[src/design/clhd_pkg.sv]
// Package for the Content-Length header deframer.
// Holds the line kinds, the parser state word and the byte constants.
// No dependencies.
package clhd_pkg;

    localparam int LEN_W = 31;
    localparam int ACC_W = LEN_W + 4;
    localparam int POS_W = 5;

    localparam logic [LEN_W-1:0] LEN_MAX = {LEN_W{1'b1}};
    localparam logic [POS_W-1:0] PREFIX_LEN = 5'd16;
    localparam logic [POS_W-1:0] POS_IN_VALUE = 5'd17;

    localparam logic [7:0] CH_NUL = 8'h00;
    localparam logic [7:0] CH_LF = 8'h0A;
    localparam logic [7:0] CH_CR = 8'h0D;
    localparam logic [7:0] CH_PLUS = 8'h2B;
    localparam logic [7:0] CH_MINUS = 8'h2D;
    localparam logic [7:0] CH_ZERO = 8'h30;
    localparam logic [7:0] CH_NINE = 8'h39;

    typedef enum logic [1:0] {
        KIND_MATCH = 2'd0,
        KIND_VALUE = 2'd1,
        KIND_OTHER = 2'd2
    } line_kind_t;

    typedef struct packed {
        logic             cr_pending;
        logic             line_is_empty;
        logic [POS_W-1:0] prefix_position;
        line_kind_t       line_kind;
        logic             value_negative;
        logic             digit_seen;
        logic             value_invalid;
        logic [LEN_W-1:0] value_accumulator;
        logic [LEN_W-1:0] pending_length;
    } parse_state_t;

    localparam parse_state_t STATE_RESET = '{
        cr_pending:        1'b0,
        line_is_empty:     1'b1,
        prefix_position:   '0,
        line_kind:         KIND_MATCH,
        value_negative:    1'b0,
        digit_seen:        1'b0,
        value_invalid:     1'b0,
        value_accumulator: '0,
        pending_length:    '0
    };

    // "Content-Length: "
    function automatic logic [7:0] prefix_char(input logic [3:0] idx);
        logic [7:0] ch;
        case (idx)
            4'd0:    ch = 8'h43;
            4'd1:    ch = 8'h6F;
            4'd2:    ch = 8'h6E;
            4'd3:    ch = 8'h74;
            4'd4:    ch = 8'h65;
            4'd5:    ch = 8'h6E;
            4'd6:    ch = 8'h74;
            4'd7:    ch = 8'h2D;
            4'd8:    ch = 8'h4C;
            4'd9:    ch = 8'h65;
            4'd10:   ch = 8'h6E;
            4'd11:   ch = 8'h67;
            4'd12:   ch = 8'h74;
            4'd13:   ch = 8'h68;
            4'd14:   ch = 8'h3A;
            4'd15:   ch = 8'h20;
            default: ch = 8'h00;
        endcase
        return ch;
    endfunction

endpackage

[src/design/clhd_in_if.sv]
// Input channel of the header deframer: one stream byte per word.
// Depends on nothing.
interface clhd_in_if;
    logic       valid;
    logic       ready;
    logic [7:0] data_byte;
    logic       end_of_input;

    modport source(output valid, data_byte, end_of_input, input ready);
    modport sink(input valid, data_byte, end_of_input, output ready);
endinterface

[src/design/clhd_out_if.sv]
// Result channel of the header deframer: one length and status per word.
// Depends on clhd_pkg.
interface clhd_out_if import clhd_pkg::*; ();
    logic             valid;
    logic             ready;
    logic [LEN_W-1:0] content_length;
    logic             status;

    modport source(output valid, content_length, status, input ready);
    modport sink(input valid, content_length, status, output ready);
endinterface

[src/design/content_length_header_deframer.sv]
// Content-Length header deframer: parses header lines, emits body length.
// Path: an accepted byte is held in the input reg, then any result it yields goes to the result reg.
// Throughput: one byte per cycle; stalls only while the result reg holds a word
// that is not taken in that cycle.
// Reset (rst_n low, asynchronous): parser state to start of message, no
// word held in the input or result register.
// Depends on clhd_pkg, clhd_in_if, clhd_out_if.
module content_length_header_deframer
    import clhd_pkg::*;
(
    input  logic        clk,
    input  logic        rst_n,
    clhd_in_if.sink     stream,
    clhd_out_if.source  result
);

    logic             in_valid_reg;
    logic [7:0]       in_byte_reg;
    logic             in_eoi_reg;

    parse_state_t     state_reg;
    parse_state_t     state_next;

    logic             res_valid_reg;
    logic [LEN_W-1:0] res_length_reg;
    logic             res_status_reg;

    logic             fire;
    logic             emit;
    logic [LEN_W-1:0] emit_length;
    logic             emit_status;

    function automatic parse_state_t take_content(input parse_state_t s,
                                                  input logic [7:0] c);
        parse_state_t     r;
        logic [ACC_W-1:0] acc;
        logic [ACC_W-1:0] v;
        logic [7:0]       digit;
        logic             first;
        r = s;
        acc = {4'b0, s.value_accumulator};
        digit = c - CH_ZERO;
        v = (acc << 3) + (acc << 1) + {{(ACC_W-8){1'b0}}, digit};
        first = (s.prefix_position == PREFIX_LEN);
        r.line_is_empty = 1'b0;
        if (s.line_kind != KIND_OTHER)
        begin
            if (c == CH_NUL)
            begin
                r.line_kind = KIND_OTHER;
            end
            else if (s.line_kind == KIND_MATCH)
            begin
                if (s.prefix_position < PREFIX_LEN
                        && c == prefix_char(s.prefix_position[3:0]))
                begin
                    r.prefix_position = s.prefix_position + 5'd1;
                    if (s.prefix_position == PREFIX_LEN - 5'd1)
                    begin
                        r.line_kind = KIND_VALUE;
                    end
                end
                else
                begin
                    r.line_kind = KIND_OTHER;
                end
            end
            else
            begin
                r.prefix_position = POS_IN_VALUE;
                if (c >= CH_ZERO && c <= CH_NINE)
                begin
                    r.digit_seen = 1'b1;
                    if (!s.value_invalid)
                    begin
                        if (v > {4'b0, LEN_MAX})
                        begin
                            r.value_invalid = 1'b1;
                        end
                        else
                        begin
                            r.value_accumulator = v[LEN_W-1:0];
                        end
                    end
                end
                else if (first && (c == CH_PLUS || c == CH_MINUS))
                begin
                    if (c == CH_MINUS)
                    begin
                        r.value_negative = 1'b1;
                    end
                end
                else
                begin
                    r.value_invalid = 1'b1;
                end
            end
        end
        return r;
    endfunction

    assign fire = in_valid_reg && (!res_valid_reg || result.ready);
    assign stream.ready = !in_valid_reg || fire;

    always_comb
    begin
        logic             lf_done;
        logic [LEN_W-1:0] pend;
        state_next = state_reg;
        emit = 1'b0;
        emit_length = '0;
        emit_status = 1'b0;
        lf_done = 1'b0;
        pend = state_reg.pending_length;
        if (in_eoi_reg)
        begin
            emit = 1'b1;
            emit_status = 1'b1;
            state_next = STATE_RESET;
        end
        else
        begin
            if (state_reg.cr_pending)
            begin
                state_next.cr_pending = 1'b0;
                if (in_byte_reg == CH_LF)
                begin
                    lf_done = 1'b1;
                    if (state_reg.line_is_empty)
                    begin
                        emit = 1'b1;
                        emit_length = state_reg.pending_length;
                        state_next = STATE_RESET;
                    end
                    else
                    begin
                        if (state_reg.line_kind == KIND_VALUE)
                        begin
                            if (!state_reg.value_invalid && state_reg.digit_seen
                                    && !state_reg.value_negative)
                            begin
                                pend = state_reg.value_accumulator;
                            end
                            else
                            begin
                                pend = '0;
                            end
                        end
                        state_next = STATE_RESET;
                        state_next.pending_length = pend;
                    end
                end
                else
                begin
                    state_next = take_content(state_next, CH_CR);
                end
            end
            if (!lf_done)
            begin
                if (in_byte_reg == CH_CR)
                begin
                    state_next.cr_pending = 1'b1;
                end
                else
                begin
                    state_next = take_content(state_next, in_byte_reg);
                end
            end
        end
    end

    always_ff @(posedge clk or negedge rst_n)
    begin
        if (!rst_n)
        begin
            in_valid_reg <= 1'b0;
            state_reg <= STATE_RESET;
            res_valid_reg <= 1'b0;
        end
        else
        begin
            if (stream.ready)
            begin
                in_valid_reg <= stream.valid;
            end
            if (fire)
            begin
                state_reg <= state_next;
            end
            if (fire)
            begin
                res_valid_reg <= emit;
            end
            else if (result.ready)
            begin
                res_valid_reg <= 1'b0;
            end
        end
    end

    always_ff @(posedge clk)
    begin
        if (stream.ready && stream.valid)
        begin
            in_byte_reg <= stream.data_byte;
            in_eoi_reg <= stream.end_of_input;
        end
        if (fire && emit)
        begin
            res_length_reg <= emit_length;
            res_status_reg <= emit_status;
        end
    end

    assign result.valid = res_valid_reg;
    assign result.content_length = res_length_reg;
    assign result.status = res_status_reg;

    assert property (@(posedge clk) disable iff (!rst_n)
        result.valid && result.status |-> result.content_length == '0)
        else $error("error result carries a nonzero length");

    assert property (@(posedge clk) disable iff (!rst_n)
        state_reg.prefix_position <= POS_IN_VALUE)
        else $error("prefix position out of range");

    assert property (@(posedge clk) disable iff (!rst_n)
        state_reg.line_kind == KIND_VALUE |-> state_reg.prefix_position >= PREFIX_LEN)
        else $error("value part entered before full prefix");

    assert property (@(posedge clk) disable iff (!rst_n)
        fire && emit |=> state_reg.line_is_empty && !state_reg.cr_pending
                         && state_reg.pending_length == '0)
        else $error("state not cleared after a result");

endmodule

[src/flat_wrapper.sv]
// flat-port wrapper written by rule: the top's interface ports become plain ports
module content_length_header_deframer_flat import clhd_pkg::*;
  (clk, rst_n, stream_valid, stream_data_byte, stream_end_of_input, stream_ready, result_valid, result_content_length, result_status, result_ready);
  clhd_in_if stream_i ();
  clhd_out_if result_i ();
  input  logic clk;
  input  logic rst_n;
  input wire logic [$bits(stream_i.valid)-1:0] stream_valid;
  input wire logic [$bits(stream_i.data_byte)-1:0] stream_data_byte;
  input wire logic [$bits(stream_i.end_of_input)-1:0] stream_end_of_input;
  output wire logic [$bits(stream_i.ready)-1:0] stream_ready;
  output wire logic [$bits(result_i.valid)-1:0] result_valid;
  output wire logic [$bits(result_i.content_length)-1:0] result_content_length;
  output wire logic [$bits(result_i.status)-1:0] result_status;
  input wire logic [$bits(result_i.ready)-1:0] result_ready;
  assign stream_i.valid = stream_valid;
  assign stream_i.data_byte = stream_data_byte;
  assign stream_i.end_of_input = stream_end_of_input;
  assign stream_ready = stream_i.ready;
  assign result_valid = result_i.valid;
  assign result_content_length = result_i.content_length;
  assign result_status = result_i.status;
  assign result_i.ready = result_ready;
  content_length_header_deframer u_core (.clk(clk), .rst_n(rst_n), .stream(stream_i), .result(result_i));
endmodule
[config.mk]
export PLATFORM = sky130hd
export DESIGN_NAME = content_length_header_deframer_flat
export DESIGN_NICKNAME = d
export VERILOG_FILES = /design/src/design/clhd_pkg.sv /design/src/design/clhd_in_if.sv /design/src/design/clhd_out_if.sv /design/src/design/content_length_header_deframer.sv /design/src/flat_wrapper.sv
export SDC_FILE = /design/constraint.sdc
export NUM_CORES = 1
export LEC_CHECK = 0
export ABC_CLOCK_PERIOD_IN_PS = 6600
export BUFFER_PORTS_ARGS = -buffer_cell sky130_fd_sc_hd__buf_4
export CORE_UTILIZATION = 35
export CTS_CLUSTER_DIAMETER = 100
export DETAILED_ROUTE_END_ITERATION = 10
export GPL_ROUTABILITY_DRIVEN = 0
export MAX_ROUTING_LAYER = met4
export PLACE_DENSITY = 0.54
export SLEW_MARGIN = 40
export SYNTH_ARGS = -nofsm -noshare
export SYNTH_HDL_FRONTEND = slang
export SYNTH_SLANG_ARGS = --single-unit
[constraint.sdc]
create_clock -name clk -period 6.6 [get_ports clk]
set_input_delay 1.65 -clock clk [delete_from_list [all_inputs] [get_ports clk]]
set_output_delay 1.65 -clock clk [all_outputs]
set_load 0.01 [all_outputs]
==> flow_summary.yaml <==
status:
  status: "completed"
sta:
  post-route-period-util_pct: 84.3
  relSlewSlack_pct: 49.7
  rsz0062_at_grt: "false"
  skew_ps: 15.2
  final-max-slew-violation-count: 0
  final.setup.tns_ps: 0
  setup_viol: 0
  fmaxAchievable_mhz: 180
  period_minus_slack_ps: 5560
  setup_ws_ps: 1040
  holdWs_ps: 467
  timing_hold_violations_final: 0
  worst-slew-pin-transition_ps: 747
synthesis:
  synth_edf_count: 41
  postSynthCellCount: 878
  synthTopCellsByArea: "dfrtp_1, edfxtp_1, ha_1"
  avgSynthCellArea_um2: 9.24
  async_reset_ff_share_pct: 65.0
  synth_warnings: 0
  synth_top_area_share_pct: 23.1
  synth_top_cell_by_area: "dfrtp_1"
  synth_area_um2: 8110
  synth_seq_cells: 117
  seq_area_frac_synth_pct: 38.6
  syn_nets: 963
  synth.distinct_cells: 79
  ys.flop_type: "dfrtp_1"
layout:
  final_cells: 1203
  largest_reg_flops: 74
  final_nets: 989
  drive_gt1_share_pct: 12.5
  multiInputGateArea_um2: 4680
  synthToLayoutAreaGrowth_pct: 14.8
  final_cell_mix: "nand2_1, dfrtp_1, ha_1"
  final_common_cell: "nand2_1"
  regArea_um2: 3130
  fill_cells: 2235
grt:
  grt_pass1_wl_mm: 35.3
  grt_max_degree: 77
  overflow: 0
  antenna_found_initial: 1
  globalRouteTotalUtil_pct: 19.5
  grt_pass1_vias: 6484
pwr:
  leakage_nw: 4.24
  ir_drop_mv: 0.148
  power.total_mw: 2.03
  power.density_nw_per_um2: 218
clock_network:
  cts_tree: "built"
  root_buffer: "clkbuf_16"
  cts_resized: 0
  cts-buffers-inserted: 17
  h-tree-depth: 4
  cts.sink_count: 117
  clkLatencyLatePin_ps: 430
  clkTransAtPathRegs_ps: 70
  post_cts.repair.setup_buffers: 0
  cts.path.max_buffers: 2
  hold_buffers: 0
drt:
  ant_nets: 0
  avgViaCountPerCell: 5.50
  drt_iter0_markers: 501
  drt_pass1_iterations: 5
  vias: 6615
  drc: 0
  drt_wl_total_mm: 21.2
  wire_per_inst_um: 17.7
floorplan:
  num_rows: 55
  die_w_um: 154
  ios: 47
  die_h_um: 154
  initial_core_util_pct: 35.7
  dieArea_um2: 23800
  coreArea_um2: 22700
place:
  io_buffer_count: 46
  place_inst: 1170
  dp_hpwl_mm: 15.7
  dpl_worst_slack_ps: 1040
critical_path:
  crit_chain: "nor4_4, nand3_1, buf_4, and2_1, inv_1, fa_1, fa_1, nor2b_1, o2111ai_1, a21oi_1, nor2_1, o31ai_2, a311oi_1, or3_1, nor4_1, a32o_1"
  r2r_end: "u_core.state_reg[37]$_DFFE_PN0P_"
  cpPeakStageDelay_ps: 610
  end_kind: "flop"
  critPathRequiredTime_ps: 6960
  crit_buf_inv: 2
  arrival_ps: 5930
  cp_max_fo: 31
  worstSetupPathType: "reg2reg"
  reg2reg_from: "u_core.in_byte_reg[6]$_DFFE_PP_"
  cp_slowest_cell: "nor4_1"
  worst_path_dominant_cell_family: "simple AND/OR/NAND/NOR gates"
  reg2reg_depth: 16
  startpoint_type: "flop"
  r2r_setup_slack_ps: 1040
  cpMostUsedCell: "fa_1"
hold_path:
  hold_depth: 2
  min_to: "u_core.state_reg[25]$_DFFE_PN0P_"
  hp-start: "u_core.state_reg[25]$_DFFE_PN0P_"
  hp-class: "reg2reg"
job:
  max-cap-violations: 0
## worst max path at each step
stage | cells past startpoint | endpoint | startpoint | slack, ps
floorplan | 20 | u_core.state_reg[34]$_DFFE_PN0P_ | u_core.in_byte_reg[6]$_DFFE_PP_ | 1550
global placement | 16 | u_core.state_reg[41]$_DFFE_PN0P_ | u_core.in_byte_reg[6]$_DFFE_PP_ | 1230
detailed placement | 16 | u_core.state_reg[37]$_DFFE_PN0P_ | u_core.in_byte_reg[6]$_DFFE_PP_ | 1040
CTS | 16 | u_core.state_reg[37]$_DFFE_PN0P_ | u_core.in_byte_reg[6]$_DFFE_PP_ | 1010
global route | 16 | u_core.state_reg[37]$_DFFE_PN0P_ | u_core.in_byte_reg[6]$_DFFE_PP_ | 610
finish | 16 | u_core.state_reg[37]$_DFFE_PN0P_ | u_core.in_byte_reg[6]$_DFFE_PP_ | 1040
## final cells by class
cell class,count,area share (%)
well taps,285,3.83
clock inverters,15,2.07
flip-flops and latches,117,33.7
multi-input cells,686,50.3
inverters,27,1.09
diodes,1,0.0269
repair buffers,55,4.47
clock buffers,17,4.57
## Yosys cell counts, types with 4 or more instances
| cell type | n |
|---|---|
| and3_1 | 12 |
| clkbuf_1 | 34 |
| nand2b_1 | 6 |
| o2111ai_1 | 6 |
| nand4_1 | 14 |
| nor4_1 | 5 |
| xnor2_1 | 27 |
| or3_1 | 5 |
| nor3_1 | 5 |
| nand2_1 | 129 |
| a211oi_1 | 7 |
| ha_1 | 70 |
| inv_1 | 27 |
| a21o_1 | 23 |
| dfrtp_1 | 75 |
| mux2i_1 | 5 |
| buf_6 | 4 |
| o21ai_1 | 6 |
| o21ai_0 | 67 |
| nand3b_1 | 4 |
| buf_2 | 9 |
| a22o_1 | 11 |
| xor2_1 | 11 |
| nand3_1 | 15 |
| nor2_1 | 42 |
| and2_1 | 63 |
| a21oi_1 | 48 |
| edfxtp_1 | 41 |
| a31oi_1 | 10 |
| o211ai_1 | 16 |
## through the flow
step,cell area (um2),util (%)
6_report,9310,41.0
5_1_grt,9310,41.0
4_1_cts,9310,41.0
3_5_place_dp,8690,38.3
3_3_place_gp,8690,38.2
2_1_floorplan,8110,-
## metal layers
metal  share of wire [%]  global-route usage (%)  vias to the layer above
li1                    -                       -                     3265
met1                  50                    26.9                     3163
met2                  43                    28.4                      155
met3                 4.5                    4.06                       32
met4                 2.4                    6.67                        0
met5                   0                       -                        -
## where the power goes
| group | total (mW) | internal [mW] | switching [mW] | leakage [nW] |
|---|---|---|---|---|
| clock network | 0.990 | 0.604 | 0.386 | 0.301 |
| logic | 0.242 | 0.0759 | 0.166 | 2.48 |
| registers | 0.802 | 0.776 | 0.0260 | 1.46 |
## worst register-to-register path: stages (launching register included)
cell and delay (ps):
edfxtp_1 530, nor4_4 480, nand3_1 150, buf_4 270
and2_1 230, inv_1 60, fa_1 460, fa_1 480
nor2b_1 180, o2111ai_1 160, a21oi_1 280, nor2_1 140
o31ai_2 420, a311oi_1 250, or3_1 520, nor4_1 610
a32o_1 270
## cell families (layout without fill, tap and decap cells)
family / count (synthesis) / after routing / share of synthesized area [%]
adders and majority gates: 72 / 72 / 11.3
AOI/OAI and AO/OA: 247 / 247 / 20.4
muxes: 9 / 9 / 1.22
DFF: 117 / 117 / 38.6
other: 0 / 1 / 0
and+or+nand+nor: 320 / 320 / 20.4
xor gates and xnor gates: 38 / 38 / 4.10
buffers and inverters: 75 / 114 / 3.98
Power figures use the tool's default switching activity.
